## config.mk

```make
export PLATFORM = sky130hd
export DESIGN_NAME = sorted_array_priority_queue
export DESIGN_NICKNAME = d
export VERILOG_FILES = /design/src/spq_pkg.sv /design/src/sorted_array_priority_queue.sv /design/src/spq_cell.sv
export SDC_FILE = /design/constraint.sdc
export NUM_CORES = 2
export LEC_CHECK = 0
export BUFFER_PORTS_ARGS = -buffer_cell sky130_fd_sc_hd__buf_2
export CAP_MARGIN = 20
export CORE_MARGIN = 2
export CORE_UTILIZATION = 60
export DETAILED_ROUTE_END_ITERATION = 8
export PLACE_DENSITY_LB_ADDON = 0.25
export SETUP_SLACK_MARGIN = 0.02
export SYNTH_ARGS = -nofsm -noshare
export SYNTH_HDL_FRONTEND = slang
export SYNTH_HIERARCHICAL = 1
export SYNTH_SLANG_ARGS = --single-unit
```

## constraint.sdc

```tcl
create_clock -name clk -period 8.1 [get_ports clk]
set_clock_uncertainty 0.1 [all_clocks]
set_input_delay 1.215 -clock clk [delete_from_list [all_inputs] [get_ports clk]]
set_output_delay 1.215 -clock clk [all_outputs]
set_load 0.02 [all_outputs]
```

## src/spq_pkg.sv

```systemverilog
// ----------------------------------------------------------------------------
// spq_pkg
// Types, widths and codes for the sorted-array priority queue.
// ----------------------------------------------------------------------------
`default_nettype none

package spq_pkg;

	localparam int DEPTH = 16;
	localparam int VAL_W = 32;
	localparam int CAP_W = 5;
	localparam int FUNC_W = 2;
	localparam int STAT_W = 2;
	localparam int CNT_W = $clog2(DEPTH + 1);
	localparam int IDX_W = $clog2(DEPTH);
	localparam int CMP_W = (CNT_W > CAP_W) ? CNT_W : CAP_W;

	// Request codes; any other code acts as a peek
	localparam logic [FUNC_W-1:0] FUNC_PUSH = 2'd0;
	localparam logic [FUNC_W-1:0] FUNC_POP  = 2'd1;
	localparam logic [FUNC_W-1:0] FUNC_PEEK = 2'd2;

	// Status codes
	localparam logic [STAT_W-1:0] ST_DONE  = 2'd0;
	localparam logic [STAT_W-1:0] ST_FULL  = 2'd1;
	localparam logic [STAT_W-1:0] ST_EMPTY = 2'd2;

	localparam logic [CAP_W-1:0] CAP_RESET = CAP_W'(DEPTH);

	// Per-cell control, driven from the top level
	typedef struct packed {
		logic                    push;     // insert value this cycle
		logic                    pop;      // shift toward the head this cycle
		logic                    occupied; // cell index below the count
		logic                    at_end;   // cell index equals the count
		logic signed [VAL_W-1:0] value;    // value being pushed
	} cell_ctl_t;

endpackage

`default_nettype wire

```

## src/sorted_array_priority_queue.sv

```systemverilog
// ----------------------------------------------------------------------------
// sorted_array_priority_queue
// Descending sorted queue of signed values built as a chain of cells.
// ----------------------------------------------------------------------------
// Result: an item accepted at one edge shows its result, with done high, in
//   the cycle after that edge.
// Throughput: one item per cycle; every cell compares and shifts in parallel
//   in the same cycle, so busy stays low.
// Reset: count cleared, capacity limit set to DEPTH, no result pending;
//   cell contents are left as they are and never read until written.
`default_nettype none

module sorted_array_priority_queue (
	input  wire                                    clk,
	input  wire                                    arst_n,
	// configuration
	input  wire                                    cfg_we,
	input  wire [spq_pkg::CAP_W-1:0]               cfg_wdata,
	// command
	input  wire                                    start,
	output logic                                   busy,
	input  wire [spq_pkg::FUNC_W-1:0]              func,
	input  wire signed [spq_pkg::VAL_W-1:0]        push_value,
	// result
	output logic                                   done,
	output logic [spq_pkg::STAT_W-1:0]             status,
	output logic signed [spq_pkg::VAL_W-1:0]       head_value,
	output logic signed [spq_pkg::VAL_W-1:0]       tail_value,
	output logic [spq_pkg::CNT_W-1:0]              entry_count,
	output logic                                   is_empty,
	output logic                                   is_full
);

	localparam int DEPTH = spq_pkg::DEPTH;
	localparam int CNT_W = spq_pkg::CNT_W;
	localparam int IDX_W = spq_pkg::IDX_W;
	localparam int CMP_W = spq_pkg::CMP_W;

	logic [spq_pkg::CAP_W-1:0]  cap_q;
	logic [CNT_W-1:0]           count_q;
	logic                       done_q;
	logic [spq_pkg::STAT_W-1:0] status_q;

	logic                       accept;
	logic                       full_now;
	logic                       empty_now;
	logic                       do_push;
	logic                       do_pop;
	logic [CMP_W-1:0]           cap_eff;
	logic [spq_pkg::STAT_W-1:0] status_d;
	logic [IDX_W-1:0]           tail_idx;

	logic signed [spq_pkg::VAL_W-1:0] cell_value [DEPTH];
	logic                             cell_le    [DEPTH];

	// The whole chain updates together, so a new command is always taken
	assign busy   = 1'b0;
	assign accept = start && !busy;

	// Capacity saturates at the number of cells
	assign cap_eff = (CMP_W'(cap_q) > CMP_W'(DEPTH)) ? CMP_W'(DEPTH) : CMP_W'(cap_q);

	assign full_now  = CMP_W'(count_q) >= cap_eff;
	assign empty_now = (count_q == '0);

	// Decode the request; a rejected push or pop leaves the chain alone
	always_comb begin
		do_push  = 1'b0;
		do_pop   = 1'b0;
		status_d = spq_pkg::ST_DONE;
		priority if (func == spq_pkg::FUNC_PUSH) begin
			if (full_now) begin
				status_d = spq_pkg::ST_FULL;
			end else begin
				do_push = accept;
			end
		end else if (func == spq_pkg::FUNC_POP) begin
			if (empty_now) begin
				status_d = spq_pkg::ST_EMPTY;
			end else begin
				do_pop = accept;
			end
		end else begin
			// peek, or the unused code: report only
			status_d = spq_pkg::ST_DONE;
		end
	end

	// Cell chain: each cell sees its left and right neighbor
	for (genvar i = 0; i < DEPTH; i++) begin : g_cell
		spq_pkg::cell_ctl_t               ctl;
		logic                             left_le;
		logic signed [spq_pkg::VAL_W-1:0] left_value;
		logic signed [spq_pkg::VAL_W-1:0] right_value;

		assign ctl.push     = do_push;
		assign ctl.pop      = do_pop;
		assign ctl.occupied = CNT_W'(i) < count_q;
		assign ctl.at_end   = CNT_W'(i) == count_q;
		assign ctl.value    = push_value;

		if (i == 0) begin : g_head
			assign left_le    = 1'b0;
			assign left_value = '0;
		end else begin : g_inner
			assign left_le    = cell_le[i-1];
			assign left_value = cell_value[i-1];
		end

		if (i == DEPTH - 1) begin : g_last
			assign right_value = cell_value[i];
		end else begin : g_notlast
			assign right_value = cell_value[i+1];
		end

		spq_cell u_cell (
			.clk         (clk),
			.ctl         (ctl),
			.left_le     (left_le),
			.left_value  (left_value),
			.right_value (right_value),
			.le          (cell_le[i]),
			.value       (cell_value[i])
		);
	end

	// Count, capacity and result strobe
	always_ff @(posedge clk or negedge arst_n) begin
		if (!arst_n) begin
			cap_q   <= spq_pkg::CAP_RESET;
			count_q <= '0;
			done_q  <= 1'b0;
		end else begin
			if (cfg_we) begin
				cap_q <= cfg_wdata;
			end
			if (do_push) begin
				count_q <= count_q + CNT_W'(1);
			end else if (do_pop) begin
				count_q <= count_q - CNT_W'(1);
			end
			done_q <= accept;
		end
	end

	always_ff @(posedge clk) begin
		if (accept) begin
			status_q <= status_d;
		end
	end

	// Result fields come straight from the updated chain during the done cycle
	assign tail_idx    = IDX_W'(count_q - CNT_W'(1));
	assign done        = done_q;
	assign status      = status_q;
	assign entry_count = count_q;
	assign is_empty    = empty_now;
	assign is_full     = full_now;
	assign head_value  = empty_now ? '0 : cell_value[0];
	assign tail_value  = empty_now ? '0 : cell_value[tail_idx];

endmodule

`default_nettype wire

```

## src/spq_cell.sv

```systemverilog
// ----------------------------------------------------------------------------
// spq_cell
// One slot of the sorted chain: hold, take the left or right neighbor, or
// take the pushed value.
// ----------------------------------------------------------------------------
`default_nettype none

module spq_cell (
	input  wire                                    clk,
	input  spq_pkg::cell_ctl_t                     ctl,
	input  wire                                    left_le,
	input  wire signed [spq_pkg::VAL_W-1:0]        left_value,
	input  wire signed [spq_pkg::VAL_W-1:0]        right_value,
	output logic                                   le,
	output logic signed [spq_pkg::VAL_W-1:0]       value
);

	logic signed [spq_pkg::VAL_W-1:0] value_q;
	logic signed [spq_pkg::VAL_W-1:0] value_d;

	// Held entry that is at or below the pushed value: the insert point is here or left
	assign le    = ctl.occupied && (value_q <= ctl.value);
	assign value = value_q;

	always_comb begin
		value_d = value_q;
		priority if (ctl.push) begin
			priority if (left_le) begin
				value_d = left_value;
			end else if (le || ctl.at_end) begin
				value_d = ctl.value;
			end else begin
				value_d = value_q;
			end
		end else if (ctl.pop) begin
			value_d = right_value;
		end else begin
			value_d = value_q;
		end
	end

	always_ff @(posedge clk) begin
		value_q <= value_d;
	end

endmodule

`default_nettype wire

```

## Word-level counts from Yosys, hierarchy flattened

Index checks and enable logic that the tools add are counted.

- Bitwise operators: 1
- Multiplexer cells: 78
- Add/subtract/negate cells: 2
- Reductions and logical operators: 52
- Order comparisons: 35
- Equal/unequal tests: 31

Operators by type and width:

| cell | count |
|---|---|
| 32-bit 2-to-1 mux | 65 |
| 32-bit <= comparator | 16 |
| 32-bit binary-select mux with 4-bit select | 1 |
| 3-bit by 1-bit != test with 1-bit output, second input constant | 14 |
| 4-bit by 5-bit == test with 1-bit output, first input constant | 8 |
| 4-bit by 5-bit < comparator with 1-bit output, first input constant | 8 |
| 2-bit AND reduction | 16 |
| 3-bit by 5-bit == test with 1-bit output, first input constant | 4 |
| 3-bit by 5-bit < comparator with 1-bit output, first input constant | 4 |
| 1-bit logical AND | 16 |
| 1-bit logical OR | 16 |
| 5-bit 2-to-1 mux | 3 |
| 2-bit by 5-bit == test with 1-bit output, first input constant | 2 |
| 1-bit by 5-bit < comparator with 1-bit output, first input constant | 2 |
| 2-bit by 5-bit < comparator with 1-bit output, first input constant | 2 |
| 1-bit 2-to-1 mux | 6 |
| 2-bit 2-to-1 mux | 3 |
| 5-bit by 1-bit adder with 5-bit output, second input constant | 1 |
| 1-bit by 5-bit == test with 1-bit output, first input constant | 1 |
| 5-bit >= comparator | 1 |
| 5-bit >= comparator, second input constant | 1 |
| 5-bit greater-than comparator, second input constant | 1 |
| 5-bit zero test | 1 |
| 4-bit NOT with 5-bit output | 1 |
| other kinds (5) | 6 |

- Register bits: 525
- Word-level logic and storage cells: 219
- Input port bits: 43
- Output and inout bits: 75

## Depth between registers and ports, before layout

- Depth in word-level cells: 7
- Depth in mapped cells: 13
- Mapped depth without buffers: 12

## Cells and area by module

The synthesis kept the hierarchy.

By module, submodules not included:

| module | seq. area each (sq um) | instances | cells an instance | area an instance (sq um) |
|---|---|---|---|---|
| spq_cell at g_cell[0].u_cell ... | 960.9 | 12 | 255 | 2466.1 |
| spq_cell at g_cell[6].u_cell ... | 960.9 | 4 | 267 | 2516.2 |
| sorted_array_priority_queue | 336.6 | 1 | 424 | 5276.3 |

## Worst setup path before layout

OpenSTA, ideal clock, no wires.

- Path kind: register to register
- From: register count_q[0], in the netlist entry_count[0]
- To: register g_cell[6].u_cell.value_q, in the netlist g_cell[6].u_cell/value[0] (enable)
- Setup slack: 2.754 ns
- Clock period less this slack: 5.346 ns
- Setup time: 0.432 ns
- Buffers on the path: 3
- Arrival: 4.815 ns
- Stages on the path, launching flop included: 11
- Cell sequence: dfrtp_1 > buf_2 > buf_2 > inv_1 > ha_1 > nor2b_1 > o21ai_0 > a21oi_2 > clkbuf_1 > o21ai_0 > a21oi_1

- Elaborated cells between the ends (all ways): 16

RTL lines:

| element | line | RTL |
|---|---|---|
| start, declared | sorted_array_priority_queue.sv:40 | `logic [CNT_W-1:0] count_q;` |
| start signal, assigned | sorted_array_priority_queue.sv:138 | `count_q <= count_q + CNT_W'(1);` |
| start signal, assigned | sorted_array_priority_queue.sv:140 | `count_q <= count_q - CNT_W'(1);` |
| 5-bit >= comparator * | sorted_array_priority_queue.sv:63 | `assign full_now = CMP_W'(count_q) >= cap_eff;` |
| 1-bit 2-to-1 mux * | sorted_array_priority_queue.sv:72 | `if (full_now) begin` |
| 1-bit 2-to-1 mux * | sorted_array_priority_queue.sv:71 | `priority if (func == spq_pkg::FUNC_PUSH) begin` |
| named net do_push | sorted_array_priority_queue.sv:47 | `logic do_push;` |
| 3-bit by 1-bit != test with 1-bit output (no source line) / 2-bit nonzero test (equally long branches) | -- |  |
| 2-bit AND reduction (no source line) * | -- |  |
| end signal, assigned | spq_cell.sv:43 | `value_q <= value_d;` |
| end, declared | spq_cell.sv:18 | `logic signed [spq_pkg::VAL_W-1:0] value_q;` |

The timed path passes the listed nets; every way through them passes the cells marked *.
A chain may end at the register's enable or synchronous reset.

## Worst setup path after layout

- From: register count_q[1], in the netlist entry_count[1]
- To: output tail_value[0] (netlist name)

- Longest elaborated chain between the ends: 6
- Elaborated cells between the ends (all ways): 7

RTL lines:

| element | line | RTL |
|---|---|---|
| 5-bit by 1-bit subtractor with 5-bit output | sorted_array_priority_queue.sv:153 | `assign tail_idx = IDX_W'(count_q - CNT_W'(1));` |
| 4-bit NOT with 5-bit output (not written as such) | sorted_array_priority_queue.sv:160 | `assign tail_value = empty_now ? '0 : cell_value[tail_idx];` |
| 32-bit binary-select mux with 4-bit select | sorted_array_priority_queue.sv:160 |  |
| 32-bit 2-to-1 mux (not written as such) (2 in a row) | sorted_array_priority_queue.sv:160 |  |
| 32-bit 2-to-1 mux * | sorted_array_priority_queue.sv:160 |  |
| end, declared | sorted_array_priority_queue.sv:28 | `output logic signed [spq_pkg::VAL_W-1:0] tail_value,` |

Mark *: on every way between the ends. The rest lies on a longest branch, timed or not. The select of a mux whose other input is x is not followed.

==> qor.csv <==
stage,metric,value,unit
outcome,outcome,"finished, final reports clean",
sta,slew_viol_final,0,
grt,grtUsageTotal,0.330,
worst_setup_path,endpoint_kind,output pin,
sta,tightest_slew,1120,ps
placed_design,dpl.hpwl,94600,µm
sta,final_hold_viol_count,0,
sta,min_period_over_period,0.746,
cts,cts-resized-gates,0,
route,vias,36274,
cts,cts_tree,built,
worst_setup_path,cp_top_family,buffers and inverters,
grt,grt_pass1_vias,34706,
route,wl_per_cell,23.0,µm
cts,h-tree-depth,3,
worst_setup_path,cp_cell_sequence,"inv_1, ha_4, buf_12, mux4_2, mux2i_1, o22ai_1, buf_2",
worst_setup_path,worst-path-buf-inv,3,
sta,fmax,165,MHz
power_and_ir_drop,power_leakage,21.2,nW
layout,fin_cells,5617,
grt,antenna_found_initial,2,
sta,setup_tns,0,ps
synth,synth_seq_cells,525,
floorplanning,core,74300,µm²
power_and_ir_drop,combPwrFrac,0.510,
grt,grt_pass1_wl,200000,µm
placed_design,place_ws,2200,ps
sta,setup_violations,0,
route,drc_errors,0,
cts,cts_made_buffers,66,
layout,final_common_cell,a21oi_1,
sta,period_minus_slack,6040,ps
placed_design,portBuffers,116,
layout,fin_nets,5170,
layout,nFillCells,5936,
layout,layout_common_cells,"a21oi_1 (697), nor2_1 (584), mux2i_1 (576)",
worst_setup_path,critPathMaxStageDelay,1090,ps
layout,final_layout_size_suffix_gt1_frac,0.125,
floorplanning,dieWidth,278,µm
cts,post-cts-setup-buffers,0,
cts,clock_path_buffers,3,
route,drt_iter0_drc,4273,
floorplanning,die_h,278,µm
layout,syn_to_final_growth,8.04,%
worst_setup_path,start_kind,flop,
worst_setup_path,criticalPathCategory,reg -> out,
power_and_ir_drop,power.share.switching,0.430,
power_and_ir_drop,p_int,8.34,mW
synth,synth_edf_count,514,
floorplanning,rows,100,
floorplanning,dieArea,77100,µm²
placed_design,placed_cell_area,46500,µm²
worst_setup_path,cp.required,6780,ps
flow_run,maxCapViolations,0,
floorplanning,initial_core_util,0.605,
synth,avgSynthCellArea,9.87,µm²
worst_setup_path,crit_fanout,66,
worst_setup_path,critPathSlowestCell,ha_4,
route,firstDrtPassIters,6,
synth,ys_types,70,
power_and_ir_drop,p_switching,6.29,mW
power_and_ir_drop,p_per_area,301,nW/µm²
synth,synth_area,44900,µm²
floorplanning,io_pins,118,
power_and_ir_drop,pwr-share-seq,0.292,
placed_design,dp.cells,5506,
cts,cts-root-buf,clkbuf_16,
sta,rsz0062_at_grt,no,
synth,yosys_warnings,6,
power_and_ir_drop,total_power,14.6,mW
route,viasPerCell,6.46,
power_and_ir_drop,power_frac_clock,0.197,
grt,gr-total-overflow,0,
power_and_ir_drop,peakVddDrop,0.356,mV
layout,diodes,0,
grt,grt_max_degree,197,
route,antenna_left,0,
route,drt_wl_total,129000,µm
hold_path,hp-class,in -> async,
sta,maxSlewHeadroom,0.254,
worst_setup_path,crit_arrival,4730,ps
cts,cts_hold_buf,0,
synth,synth_seq_area_share,0.350,
synth,synth-main-ff-cell,edfxtp_1,
sta,setup_slack,2060,ps
layout,final_area,48500,µm²
synth,synthCells,4552,
cts,cts_sinks,525,
placed_design,gp_congestion,0.921,
synth,async_reset_ff_frac,0.0210,
cts,worstSkewPairLatency,610,ps
cts,path_clk_slew,60,ps
power by group through the flow:
stage / clock network (mW) / registers (mW) / logic, mW
floorplan: 0 / 4.00 / 5.31
detailed placement: 0 / 4.31 / 7.27
CTS: 2.93 / 4.25 / 7.32
global placement: 0 / 4.29 / 7.11
finish: 2.89 / 4.28 / 7.47
global route: 3.04 / 4.33 / 7.94
kinds of logic after synthesis:
| kind of cell | after synthesis | share of synthesized area |
|---|---|---|
| compound gates | 1016 | 0.132 |
| xor+xnor | 6 | 0.00159 |
| fa+ha+maj | 522 | 0.145 |
| buf+inv | 768 | 0.0671 |
| flops | 525 | 0.350 |
| mux | 708 | 0.193 |
| other cells | 1 | 0.0000835 |
| simple gates | 1006 | 0.111 |
metal layers:
metal | part of all wire | global-route usage | up-vias
li1 | - | - | 16656
met5 | 0.00020 | 0 | -
met3 | 0.089 | 0.0500 | 252
met4 | 0.038 | 0.125 | 4
met2 | 0.45 | 0.513 | 1732
met1 | 0.42 | 0.468 | 17630
metrics by stage:
step,hold slack [ps],utilization
2_1_floorplan,373,-
3_3_place_gp,396,0.626
3_5_place_dp,397,0.626
4_1_cts,368,0.653
5_1_grt,384,0.653
6_report,381,0.653
worst paths after layout:
| check | start | end | slack, ps | depth (start not counted) |
|---|---|---|---|---|
| max | entry_count[1]$_DFFE_PN0P_ | tail_value[0] | 2060 | 7 |
| min | arst_n | entry_count[1]$_DFFE_PN0P_ | 380 | 1 |
| max reg2reg | entry_count[0]$_DFFE_PN0P_ | g_cell[1].u_cell/value[29]$_DFFE_PP_ | 2960 | 10 |
| min reg2reg | cap_q[0]$_DFFE_PN0P_ | cap_q[0]$_DFFE_PN0P_ | 410 | 1 |
| max in group asynchronous | arst_n | cap_q[4]$_DFFE_PN1P_ | 7230 | 1 |
| min in group clk | cap_q[0]$_DFFE_PN0P_ | cap_q[0]$_DFFE_PN0P_ | 410 | 1 |
Yosys cell counts (8+ instances only):
cell type	n	area [µm²]
a21oi_1	701	3510
nor2_1	584	2190
mux2i_1	576	5770
inv_1	538	2020
ha_1	522	6530
edfxtp_1	514	15400
nand2_1	136	510
clkbuf_1	134	503
mux4_2	128	2880
nand4_1	48	300
o21ai_0	47	235
a21o_1	45	338
nand3_1	45	225
buf_2	41	205
buf_1	40	150
o22ai_1	36	225
nor2b_1	34	213
a211oi_1	33	248
and4_2	24	240
nand4_2	20	250
nor4_2	16	200
nor3b_1	14	105
o21a_1	14	105
a211o_2	12	120
a21boi_0	12	90.1
a21o_2	12	105
a221o_1	12	120
a221oi_2	12	180
and2_2	12	90.1
and2b_2	12	105
o211ai_1	12	90.1
o21a_2	12	105
o22a_1	12	105
o311a_1	12	120
or2b_2	12	105
dfrtp_1	10	250
buf_6	8	90.1
nor3_2	8	80.1
o21ai_1	8	40.0
flip-flops by register name, summed over array words and instances, names as in the netlist:
register             flops
entry_count              5
done                     1
status                   2
g_cell.u_cell/value    512
cap_q                    5
area by class of cell:
cell class,count,area (µm²),area share
well taps,969,1210,0.0250
clock buffers,83,1780,0.0366
multi-input cells,3292,26400,0.545
clock inverters,28,258,0.00531
flip-flops and latches,525,15700,0.324
repair buffers,180,1110,0.0229
inverters,540,2030,0.0418
Power figures use the tool's default switching activity.
